**src/rtl/rgbcc_pkg.sv**
```systemverilog
// ----------------------------------------------------------------------------
// rgbcc_pkg
// widths, class codes, stage flags and decision functions of the classifier
// ----------------------------------------------------------------------------
package rgbcc_pkg;

  localparam int CNT_W      = 16;
  localparam int CLS_W      = 3;
  localparam int RATIO_W    = 8;
  localparam int NUM_LANES  = 3;
  localparam int DIV_STEPS  = CNT_W;
  // input stage, one stage per quotient bit, output stage
  localparam int NUM_STAGES = DIV_STEPS + 2;

  localparam int LANE_R = 0;
  localparam int LANE_G = 1;
  localparam int LANE_B = 2;

  typedef enum logic [CLS_W-1:0] {
    CLS_BLACK  = 3'd0,
    CLS_RED    = 3'd1,
    CLS_GREEN  = 3'd2,
    CLS_BLUE   = 3'd3,
    CLS_YELLOW = 3'd4,
    CLS_WHITE  = 3'd5
  } cls_t;

  // compare results taken at the input stage
  typedef struct packed {
    logic low_rng;
    logic lt_br;
    logic le_rg;
    logic lt_gr;
    logic lt_bg;
    logic le_gb;
    logic lt_rb;
    logic lt_gb;
    logic sum_gt120;
    logic sum_gt220;
    logic sum_gt300;
    logic sum_gt400;
    logic sum_gt700;
    logic g2_gt_r3;
    logic g_gt_b2;
    logic r_gt_b2;
    logic r_gt400;
    logic g_gt580;
    logic b_gt320;
    logic g10_gt_r22;
    logic g10_gt_b22;
    logic g_lt_rb;
  } flags_t;

  // class decided early, or a request to use the quotient tree
  typedef struct packed {
    cls_t cls;
    logic use_ratio;
  } side_t;

  function automatic side_t classify_pre(flags_t f);
    side_t s;
    s.use_ratio = 1'b0;
    s.cls       = CLS_BLACK;
    priority if (f.low_rng) begin
      priority if (f.lt_br && f.le_rg) begin
        priority if (f.sum_gt300 && f.g2_gt_r3 && f.g_gt_b2) s.cls = CLS_GREEN;
        else if (f.g_gt_b2 && f.r_gt_b2 && f.sum_gt120)       s.cls = CLS_YELLOW;
        else if (f.r_gt400 && f.g_gt580 && f.b_gt320)         s.cls = CLS_WHITE;
        else                                                   s.cls = CLS_BLACK;
      end else if (f.lt_gr && f.lt_bg) begin
        s.cls = f.sum_gt220 ? CLS_RED : CLS_BLACK;
      end else if (f.le_gb && f.lt_rb) begin
        s.cls = CLS_BLUE;
      end else if (f.le_rg && !f.lt_br) begin
        priority if (!f.sum_gt400)                s.cls = CLS_BLACK;
        else if (f.g10_gt_r22 && f.g10_gt_b22)    s.cls = CLS_GREEN;
        else                                       s.cls = CLS_BLUE;
      end else if (f.g_lt_rb && f.sum_gt700) begin
        s.cls = CLS_WHITE;
      end else begin
        s.cls = CLS_BLACK;
      end
    end else if (f.lt_gb && f.lt_rb) begin
      s.cls = CLS_BLUE;
    end else if (f.lt_gr && f.lt_bg) begin
      s.cls = CLS_RED;
    end else begin
      s.use_ratio = 1'b1;
      s.cls       = CLS_WHITE;
    end
    return s;
  endfunction

  function automatic cls_t ratio_class(logic [RATIO_W-1:0] r, logic [RATIO_W-1:0] g,
                                       logic [RATIO_W-1:0] b);
    cls_t c;
    priority if (r >= 8'd9 && g <= 8'd4 && b <= 8'd1)   c = CLS_RED;
    else if (r > 8'd10 && g <= 8'd4 && b <= 8'd4)       c = CLS_RED;
    else if (r < 8'd3 && g <= 8'd4 && b < 8'd3)         c = CLS_BLACK;
    else if (r <= 8'd5 && g > 8'd10 && b < 8'd5)        c = CLS_GREEN;
    else if ((r < 8'd5 && g < 8'd5 && b > 8'd10) ||
             (r <= 8'd3 && g >= 8'd8 && b >= 8'd8))     c = CLS_BLUE;
    else if (r >= 8'd5 && g > 8'd6 && b >= 8'd7)        c = CLS_BLUE;
    else if (r <= 8'd4 && g >= 8'd10 && b >= 8'd6)      c = CLS_BLUE;
    else if (r <= 8'd8 && r >= 8'd6 && g >= 8'd6 && b < 8'd2) c = CLS_YELLOW;
    else if (r <= 8'd8 && b < 8'd2)                     c = CLS_RED;
    else if (r >= 8'd10 && g <= 8'd7 && b < 8'd2)       c = CLS_RED;
    else                                                c = CLS_WHITE;
    return c;
  endfunction

endpackage

```
**src/rtl/rgbcc_if.sv**
```systemverilog
// ----------------------------------------------------------------------------
// rgbcc channel interfaces
// valid/ready channels for the sample word and the class word
// ----------------------------------------------------------------------------
interface rgbcc_in_if import rgbcc_pkg::*; ();
  logic             valid;
  logic             ready;
  logic [CNT_W-1:0] red_count;
  logic [CNT_W-1:0] green_count;
  logic [CNT_W-1:0] blue_count;
  logic [CNT_W-1:0] clear_count;

  modport source (
    output valid, red_count, green_count, blue_count, clear_count,
    input  ready
  );
  modport sink (
    input  valid, red_count, green_count, blue_count, clear_count,
    output ready
  );
endinterface

interface rgbcc_out_if import rgbcc_pkg::*; ();
  logic             valid;
  logic             ready;
  logic [CLS_W-1:0] color_class;

  modport source (output valid, color_class, input ready);
  modport sink (input valid, color_class, output ready);
endinterface

```
**src/rtl/rgbcc_div_pipe.sv**
```systemverilog
// ----------------------------------------------------------------------------
// rgbcc_div_pipe
// three-lane restoring divider, one quotient bit per register stage
// ----------------------------------------------------------------------------
module rgbcc_div_pipe import rgbcc_pkg::*; (
  input  logic               clk,
  input  logic [DIV_STEPS-1:0] ld,
  input  logic [CNT_W-1:0]   dvd [NUM_LANES],
  input  logic [CNT_W-1:0]   dvs,
  output logic [RATIO_W-1:0] quo [NUM_LANES]
);

  logic [CNT_W-1:0]   rem_r [DIV_STEPS][NUM_LANES];
  logic [CNT_W-1:0]   dvd_r [DIV_STEPS][NUM_LANES];
  logic [RATIO_W-1:0] q_r   [DIV_STEPS][NUM_LANES];
  logic [CNT_W-1:0]   dvs_r [DIV_STEPS];

  logic [CNT_W-1:0]   rem_in [DIV_STEPS][NUM_LANES];
  logic [CNT_W-1:0]   dvd_in [DIV_STEPS][NUM_LANES];
  logic [RATIO_W-1:0] q_in   [DIV_STEPS][NUM_LANES];
  logic [CNT_W-1:0]   dvs_in [DIV_STEPS];

  for (genvar k = 0; k < DIV_STEPS; k++) begin : g_step
    if (k == 0) begin : g_first
      assign dvs_in[k] = dvs;
    end else begin : g_rest
      assign dvs_in[k] = dvs_r[k-1];
    end

    always_ff @(posedge clk) begin
      if (ld[k]) begin
        dvs_r[k] <= dvs_in[k];
      end
    end

    for (genvar l = 0; l < NUM_LANES; l++) begin : g_lane
      logic [CNT_W:0]     trial;
      logic [CNT_W:0]     diff;
      logic               ge;
      logic [CNT_W-1:0]   rem_nxt;
      logic [CNT_W-1:0]   dvd_nxt;
      logic [RATIO_W-1:0] q_nxt;

      if (k == 0) begin : g_first
        assign rem_in[k][l] = '0;
        assign dvd_in[k][l] = dvd[l];
        assign q_in[k][l]   = '0;
      end else begin : g_rest
        assign rem_in[k][l] = rem_r[k-1][l];
        assign dvd_in[k][l] = dvd_r[k-1][l];
        assign q_in[k][l]   = q_r[k-1][l];
      end

      // zero divisor: every trial fits, so the quotient bits all come out one
      assign trial   = {rem_in[k][l], dvd_in[k][l][CNT_W-1]};
      assign diff    = trial - {1'b0, dvs_in[k]};
      assign ge      = trial >= {1'b0, dvs_in[k]};
      assign rem_nxt = ge ? diff[CNT_W-1:0] : trial[CNT_W-1:0];
      assign dvd_nxt = {dvd_in[k][l][CNT_W-2:0], 1'b0};
      assign q_nxt   = {q_in[k][l][RATIO_W-2:0], ge};

      always_ff @(posedge clk) begin
        if (ld[k]) begin
          rem_r[k][l] <= rem_nxt;
          dvd_r[k][l] <= dvd_nxt;
          q_r[k][l]   <= q_nxt;
        end
      end
    end
  end

  for (genvar l = 0; l < NUM_LANES; l++) begin : g_quo
    assign quo[l] = q_r[DIV_STEPS-1][l];
  end

endmodule

```
**src/rtl/rgb_color_classifier.sv**
```systemverilog
// ----------------------------------------------------------------------------
// rgb_color_classifier
// classifies one red/green/blue/clear sensor sample into a color class
// ----------------------------------------------------------------------------
// usage
//   in_ch carries one sample word: red, green, blue and clear counts.
//   out_ch returns one class word per sample, in order: 0 black, 1 red,
//   2 green, 3 blue, 4 yellow, 5 white.
// timing
//   18 register stages: an input stage that takes all channel compares,
//   16 divider stages that each settle one quotient bit of count/clear in
//   three lanes, and an output register, passed by each sample in that order.
//   throughput is one word per cycle while out_ch.ready is high; the 16-step
//   divider sets the latency.
// stalls
//   each stage has its own valid bit and loads whenever its successor can
//   take its word, so bubbles close up and in_ch.ready stays high while any
//   stage is empty. with out_ch.ready low and the pipe full, in_ch.ready
//   drops and nothing is lost or repeated.
// reset
//   rst_n is synchronous; it clears all stage valid bits, data is left as is.
// ----------------------------------------------------------------------------
module rgb_color_classifier import rgbcc_pkg::*; (
  input logic       clk,
  input logic       rst_n,
  rgbcc_in_if.sink  in_ch,
  rgbcc_out_if.source out_ch
);

  // stage valid bits and the ready chain running back from the output
  logic [NUM_STAGES-1:0] v_r;
  logic [NUM_STAGES-1:0] v_nxt;
  logic [NUM_STAGES:0]   rdy;

  assign rdy[NUM_STAGES] = out_ch.ready;

  for (genvar i = 0; i < NUM_STAGES; i++) begin : g_ctl
    assign rdy[i] = ~v_r[i] | rdy[i+1];
    if (i == 0) begin : g_head
      assign v_nxt[i] = rdy[i] ? in_ch.valid : v_r[i];
    end else begin : g_body
      assign v_nxt[i] = rdy[i] ? v_r[i-1] : v_r[i];
    end
  end

  always_ff @(posedge clk) begin
    if (!rst_n) begin
      v_r <= '0;
    end else begin
      v_r <= v_nxt;
    end
  end

  assign in_ch.ready = rdy[0];

  // input stage: all threshold and cross-multiplied ratio compares
  flags_t           flags_nxt;
  flags_t           flags_s0_r;
  logic [CNT_W-1:0] dvd_s0_r [NUM_LANES];
  logic [CNT_W-1:0] clr_s0_r;

  always_comb begin
    logic [17:0] rx, gx, bx, sum;
    logic [20:0] rw, gw, bw;
    rx  = 18'(in_ch.red_count);
    gx  = 18'(in_ch.green_count);
    bx  = 18'(in_ch.blue_count);
    rw  = 21'(in_ch.red_count);
    gw  = 21'(in_ch.green_count);
    bw  = 21'(in_ch.blue_count);
    sum = rx + gx + bx;

    flags_nxt.low_rng    = (in_ch.red_count < 16'd1200) && (in_ch.green_count < 16'd1700) &&
                           (in_ch.blue_count < 16'd1200);
    flags_nxt.lt_br      = bx < rx;
    flags_nxt.le_rg      = rx <= gx;
    flags_nxt.lt_gr      = gx < rx;
    flags_nxt.lt_bg      = bx < gx;
    flags_nxt.le_gb      = gx <= bx;
    flags_nxt.lt_rb      = rx < bx;
    flags_nxt.lt_gb      = gx < bx;
    flags_nxt.sum_gt120  = sum > 18'd120;
    flags_nxt.sum_gt220  = sum > 18'd220;
    flags_nxt.sum_gt300  = sum > 18'd300;
    flags_nxt.sum_gt400  = sum > 18'd400;
    flags_nxt.sum_gt700  = sum > 18'd700;
    // green above 1.5 x red
    flags_nxt.g2_gt_r3   = (gx * 18'd2) > (rx * 18'd3);
    flags_nxt.g_gt_b2    = gx > (bx * 18'd2);
    flags_nxt.r_gt_b2    = rx > (bx * 18'd2);
    flags_nxt.r_gt400    = rx > 18'd400;
    flags_nxt.g_gt580    = gx > 18'd580;
    flags_nxt.b_gt320    = bx > 18'd320;
    // green above 2.2 x red and 2.2 x blue
    flags_nxt.g10_gt_r22 = (gw * 21'd10) > (rw * 21'd22);
    flags_nxt.g10_gt_b22 = (gw * 21'd10) > (bw * 21'd22);
    flags_nxt.g_lt_rb    = gx < (rx + bx);
  end

  always_ff @(posedge clk) begin
    if (rdy[0]) begin
      flags_s0_r       <= flags_nxt;
      dvd_s0_r[LANE_R] <= in_ch.red_count;
      dvd_s0_r[LANE_G] <= in_ch.green_count;
      dvd_s0_r[LANE_B] <= in_ch.blue_count;
      clr_s0_r         <= in_ch.clear_count;
    end
  end

  // quotient lanes; step k sits in stage k+1
  logic [RATIO_W-1:0] quo [NUM_LANES];

  rgbcc_div_pipe u_div (
    .clk (clk),
    .ld  (rdy[DIV_STEPS:1]),
    .dvd (dvd_s0_r),
    .dvs (clr_s0_r),
    .quo (quo)
  );

  // early decision resolved in stage 1, then carried alongside the divider
  side_t sb_r [DIV_STEPS];

  for (genvar j = 0; j < DIV_STEPS; j++) begin : g_side
    if (j == 0) begin : g_resolve
      always_ff @(posedge clk) begin
        if (rdy[1]) begin
          sb_r[j] <= classify_pre(flags_s0_r);
        end
      end
    end else begin : g_carry
      always_ff @(posedge clk) begin
        if (rdy[j+1]) begin
          sb_r[j] <= sb_r[j-1];
        end
      end
    end
  end

  // output stage: quotient range tree on the low 8 bits, or the early class
  cls_t cls_nxt;
  cls_t cls_r;

  assign cls_nxt = sb_r[DIV_STEPS-1].use_ratio ?
                   ratio_class(quo[LANE_R], quo[LANE_G], quo[LANE_B]) :
                   sb_r[DIV_STEPS-1].cls;

  always_ff @(posedge clk) begin
    if (rdy[NUM_STAGES-1]) begin
      cls_r <= cls_nxt;
    end
  end

  assign out_ch.valid       = v_r[NUM_STAGES-1];
  assign out_ch.color_class = cls_r;

endmodule

```
**src/flat_wrapper.sv**
```systemverilog
// flat-port wrapper written by rule: the top's interface ports become plain ports
module rgb_color_classifier_flat import rgbcc_pkg::*;
  (clk, rst_n, in_ch_valid, in_ch_red_count, in_ch_green_count, in_ch_blue_count, in_ch_clear_count, in_ch_ready, out_ch_valid, out_ch_color_class, out_ch_ready);
  rgbcc_in_if in_ch_i ();
  rgbcc_out_if out_ch_i ();
  input logic clk;
  input logic rst_n;
  input wire logic [$bits(in_ch_i.valid)-1:0] in_ch_valid;
  input wire logic [$bits(in_ch_i.red_count)-1:0] in_ch_red_count;
  input wire logic [$bits(in_ch_i.green_count)-1:0] in_ch_green_count;
  input wire logic [$bits(in_ch_i.blue_count)-1:0] in_ch_blue_count;
  input wire logic [$bits(in_ch_i.clear_count)-1:0] in_ch_clear_count;
  output wire logic [$bits(in_ch_i.ready)-1:0] in_ch_ready;
  output wire logic [$bits(out_ch_i.valid)-1:0] out_ch_valid;
  output wire logic [$bits(out_ch_i.color_class)-1:0] out_ch_color_class;
  input wire logic [$bits(out_ch_i.ready)-1:0] out_ch_ready;
  assign in_ch_i.valid = in_ch_valid;
  assign in_ch_i.red_count = in_ch_red_count;
  assign in_ch_i.green_count = in_ch_green_count;
  assign in_ch_i.blue_count = in_ch_blue_count;
  assign in_ch_i.clear_count = in_ch_clear_count;
  assign in_ch_ready = in_ch_i.ready;
  assign out_ch_valid = out_ch_i.valid;
  assign out_ch_color_class = out_ch_i.color_class;
  assign out_ch_i.ready = out_ch_ready;
  rgb_color_classifier u_core (.clk(clk), .rst_n(rst_n), .in_ch(in_ch_i), .out_ch(out_ch_i));
endmodule
```
**config.mk**
```make
export PLATFORM = sky130hd
export DESIGN_NAME = rgb_color_classifier_flat
export DESIGN_NICKNAME = d
export VERILOG_FILES = /design/src/rtl/rgbcc_pkg.sv /design/src/rtl/rgbcc_if.sv /design/src/rtl/rgbcc_div_pipe.sv /design/src/rtl/rgb_color_classifier.sv /design/src/flat_wrapper.sv
export SDC_FILE = /design/constraint.sdc
export NUM_CORES = 2
export LEC_CHECK = 0
export BUFFER_PORTS_ARGS = -buffer_cell sky130_fd_sc_hd__buf_2
export CORE_MARGIN = 1
export CORE_UTILIZATION = 50
export CTS_CLUSTER_DIAMETER = 200
export DETAILED_ROUTE_END_ITERATION = 10
export GPL_ROUTABILITY_DRIVEN = 1
export PLACE_DENSITY_LB_ADDON = 0.05
export SYNTH_ARGS = -nofsm -noshare
export SYNTH_HDL_FRONTEND = slang
export SYNTH_SLANG_ARGS = --single-unit
```
**constraint.sdc**
```tcl
create_clock -name clk -period 7.35 [get_ports clk]
set_input_delay 0.3675 -clock clk [delete_from_list [all_inputs] [get_ports clk]]
set_output_delay 0.3675 -clock clk [all_outputs]
set_load 0.02 [all_outputs]
```
==> metrics.md <==
| Metric | Value |
|---|---|
| Ys Warns | 0 |
| Period utilization | 67.2% |
| CP bufs+invs | 3 |
| Flops & latches, synth | between 1,500 and 2,000 |
| Core footprint | slightly below 200,000 um^2 |
| Starting Density | just over 50% |
| Post-DR vias/cell | 5.88 |
| Number of global-route vias before repair | roughly 65,000 |
| Routability cong. | just over 0.9 |
| CTS Buffer Depth | 3 |
| Post-synth EDFFs | ~1,600 |
| Clk sink count | approximately 1,600 |
| Commonest non-fill, non-tap cell in the layout | edfxtp_1 |
| Asr flop ratio synth | 0% |
| Die X | 445 um |
| Grt ovf | 0 |
| Hold Fails Final Rpt | 0 |
| WL/cell | 23.3 um |
| Cell variety after synth | 77 |
| Final Setup Violations | 0 |
| Crit Path Max Fanout | 52 |
| Final core occ | between 50% and 60% |
| TritonCTS buffer count | between 150 and 200 |
| Pwr/cell area | between 200 and 300 nW/um^2 |
| Nets | slightly below 10,000 |
| Largest net degree at the start of global routing | between 60 and 70 |
| Layout area overhead | 10.2% |
| Cells after DPL | around 11,000 |
| Tot GR Track Use | 26.2% |
| Die Area | 198,000 um^2 |
| Critical path's top delay family | simple AND/OR/NAND/NOR gates |
| Setup Total Neg Slack | 0 ns |
| Worst path required time | between 6 and 7 ns |
| F_max | between 200 and 250 MHz |
| Slowest cell on crit path | buf_4 |
| CP Capture Type | primary output |
| DIE HEIGHT | ~450 um |
| Syn Nets | ~9,500 |
| Status | finished, final reports clean |
| CTS tree | built |
| CTS clk-pin slew, worst paths | about 0.060 ns |
| CTS Root Cell | clkbuf_16 |
| IO Count | 73 |
| Routed WL | 264,000 um |
| # H-tree levels | 4 |
| Vias | around 67,000 |
| Clock Latency Late Sink | ~0.83 ns |
| CP cell instances | nor2b_1, inv_1, nor2_1, and2_1, and4_1, and3_1, and2_1, nand2_4, buf_4, buf_2 |
| Crit start category | flip-flop |
| Seq/Total Area, Yosys | between 40% and 50% |
| RSZ-0062 raised after global routing | false |
| Setup bufs post-CTS | 0 |
| Worst min-delay path class | in2reg |
| Top_reg_cell synth | edfxtp_1 |
| Half-perimeter wire length after placement | between 200,000 and 250,000 um |
| Worst vdd rail ir drop | between 200 and 300 uV |
| Worst endpoint data arrival time | between 4 and 5 ns |
| Remaining DRCs | 0 |
| Final Slew Violations | 0 |
| Pleak | approximately 46 nW |
| Crit path kind | reg2out |
| Drt first pass iters | 6 |
| Post-Syn Area | roughly 98,000 um^2 |
| Most frequent cells in the layout | 1,581 x edfxtp_1, 1,049 x ha_1, 614 x inv_1, 575 x nor2_1, 565 x a21oi_1 |
| Min cycle time layout | 4.94 ns |
| Antenna violation net count after detailed routing | 0 |
| Worst path max stage delay | ~0.5 ns |
| Worst Tran Pin Value | 1.15 ns |
| Max-slew headroom | a little under a quarter |
| Cell row count | around 160 |
| Synth Instances | approximately 8,300 |
| Mean Syn Cell Area | about 12 um^2 |
| Worst Skew | 0.0419 ns |
| First-pass GRT wire length | just under 400,000 um |
| Most frequent cell on the critical path | and2_1 |
| # Max-Cap Violations | 0 |
| Drt initial violations | between 5,000 and 6,000 |
| Number of I/O port buffers | slightly above 70 |
| Cell Count, Final, Fillers Out | ~11,000 |
| Antenna violations before repair | 2 |
| Layout cells sized above 1 | 9.57% |
-- cells in the mapped netlist, drive strengths merged (65+ instances only) --
cell type / count / area share, %
edfxtp: 1581 / 48
ha: 1049 / 13
inv: 622 / 2.4
nor2: 576 / 2.2
a21oi: 566 / 2.9
mux2: 460 / 5.5
xnor2: 354 / 3.2
nand2: 350 / 1.3
o21ai: 292 / 1.5
o21a: 228 / 1.7
a21o: 204 / 1.6
xor2: 175 / 1.6
nand4: 144 / 0.92
a211oi: 131 / 1.0
nor2b: 126 / 0.80
nand3: 100 / 0.51
nor3: 100 / 0.51
a31oi: 90 / 0.62
mux2i: 77 / 0.78
fa: 73 / 1.5
nand2b: 72 / 0.46
nor4: 69 / 0.44
clkbuf: 65 / 0.25
-- metal layers --
layer  vias to the layer above  share of wire, %  GRT usage [%]
met5                         -                 0              0
met1                     32605                45           35.6
met3                       341               4.2           3.08
li1                      32045                 -              -
met2                      1599                48           43.9
met4                         0               2.8           7.51
-- flip-flops by register name, indices dropped and copies added, names as in the netlist --
name                       cells
u_core.sb_r                   64
u_core.u_div.dvs_r           240
u_core.clr_s0_r               16
u_core.flags_s0_r             22
u_core.u_div.q_r             108
u_core.u_div.rem_r           720
u_core.dvd_s0_r               48
u_core.v_r                    18
u_core.out_ch.color_class      3
u_core.u_div.dvd_r           360
-- cell families after synthesis --
group	Yosys count	share of synthesized area [%]
AO/OA/AOI/OAI	2026	13.7
XOR/XNOR	529	4.71
adder cells (fa/ha/maj)	1122	14.8
buffers and inverters	728	2.92
flip-flops	1599	48.6
multiplexers	537	6.30
AND/OR/NAND/NOR	1782	8.85
-- path summary, 6_finish.rpt --
| check | start | to | slack [ns] | cells after the start |
|---|---|---|---|---|
| worst min-delay path | in_ch_clear_count[5] | u_core.clr_s0_r[5] | 0.25 | 2 |
| worst min register to register | u_core.u_div.dvd_r[0][266] | u_core.u_div.dvd_r[0][312] | 0.39 | 0 |
| worst max-delay path | u_core.v_r[17] | in_ch_ready | 2.41 | 10 |
| worst max register to register | u_core.u_div.dvs_r[1][49] | u_core.u_div.rem_r[1][213] | 3.14 | 10 |
-- cell type report --
cell class	instances	area [um^2]
flip-flops and latches	1599	47800
clock buffers	204	4540
multi-input cells	5996	47700
diodes	1	2.50
repair buffers	169	1260
clock inverters	113	1360
well taps	2624	3280
fillers	16383	86900
inverters	623	2350
-- through the flow --
| stage | hold WS (ns) | power (W) | setup slack (ns) | cell area (um^2) |
|---|---|---|---|---|
| after floorplan | 0.400 | 0.0186 | 2.56 | 98300 |
| after global placement | 0.400 | 0.0209 | 2.29 | 102000 |
| after detailed placement | 0.405 | 0.0210 | 2.34 | 102000 |
| after CTS | 0.181 | 0.0302 | 2.32 | 108000 |
| after global routing | 0.205 | 0.0316 | 2.07 | 108000 |
| final | 0.246 | 0.0300 | 2.41 | 108000 |
-- power by group --
part	internal [W]	switching [W]
Combinational	0.00395	0.00484
Sequential	0.0115	0.000716
Clock	0.00529	0.00375
Total	0.0207	0.00930
-- what timing repair did --
action | 4_1_cts | 5_1_grt
endpoints found under the setup margin | 0 | 0
hold buffers | 69 | 0
resized for setup | 0 | 0
hold endpoints to repair | 85 | 0
(Power assumes the default switching activity.)
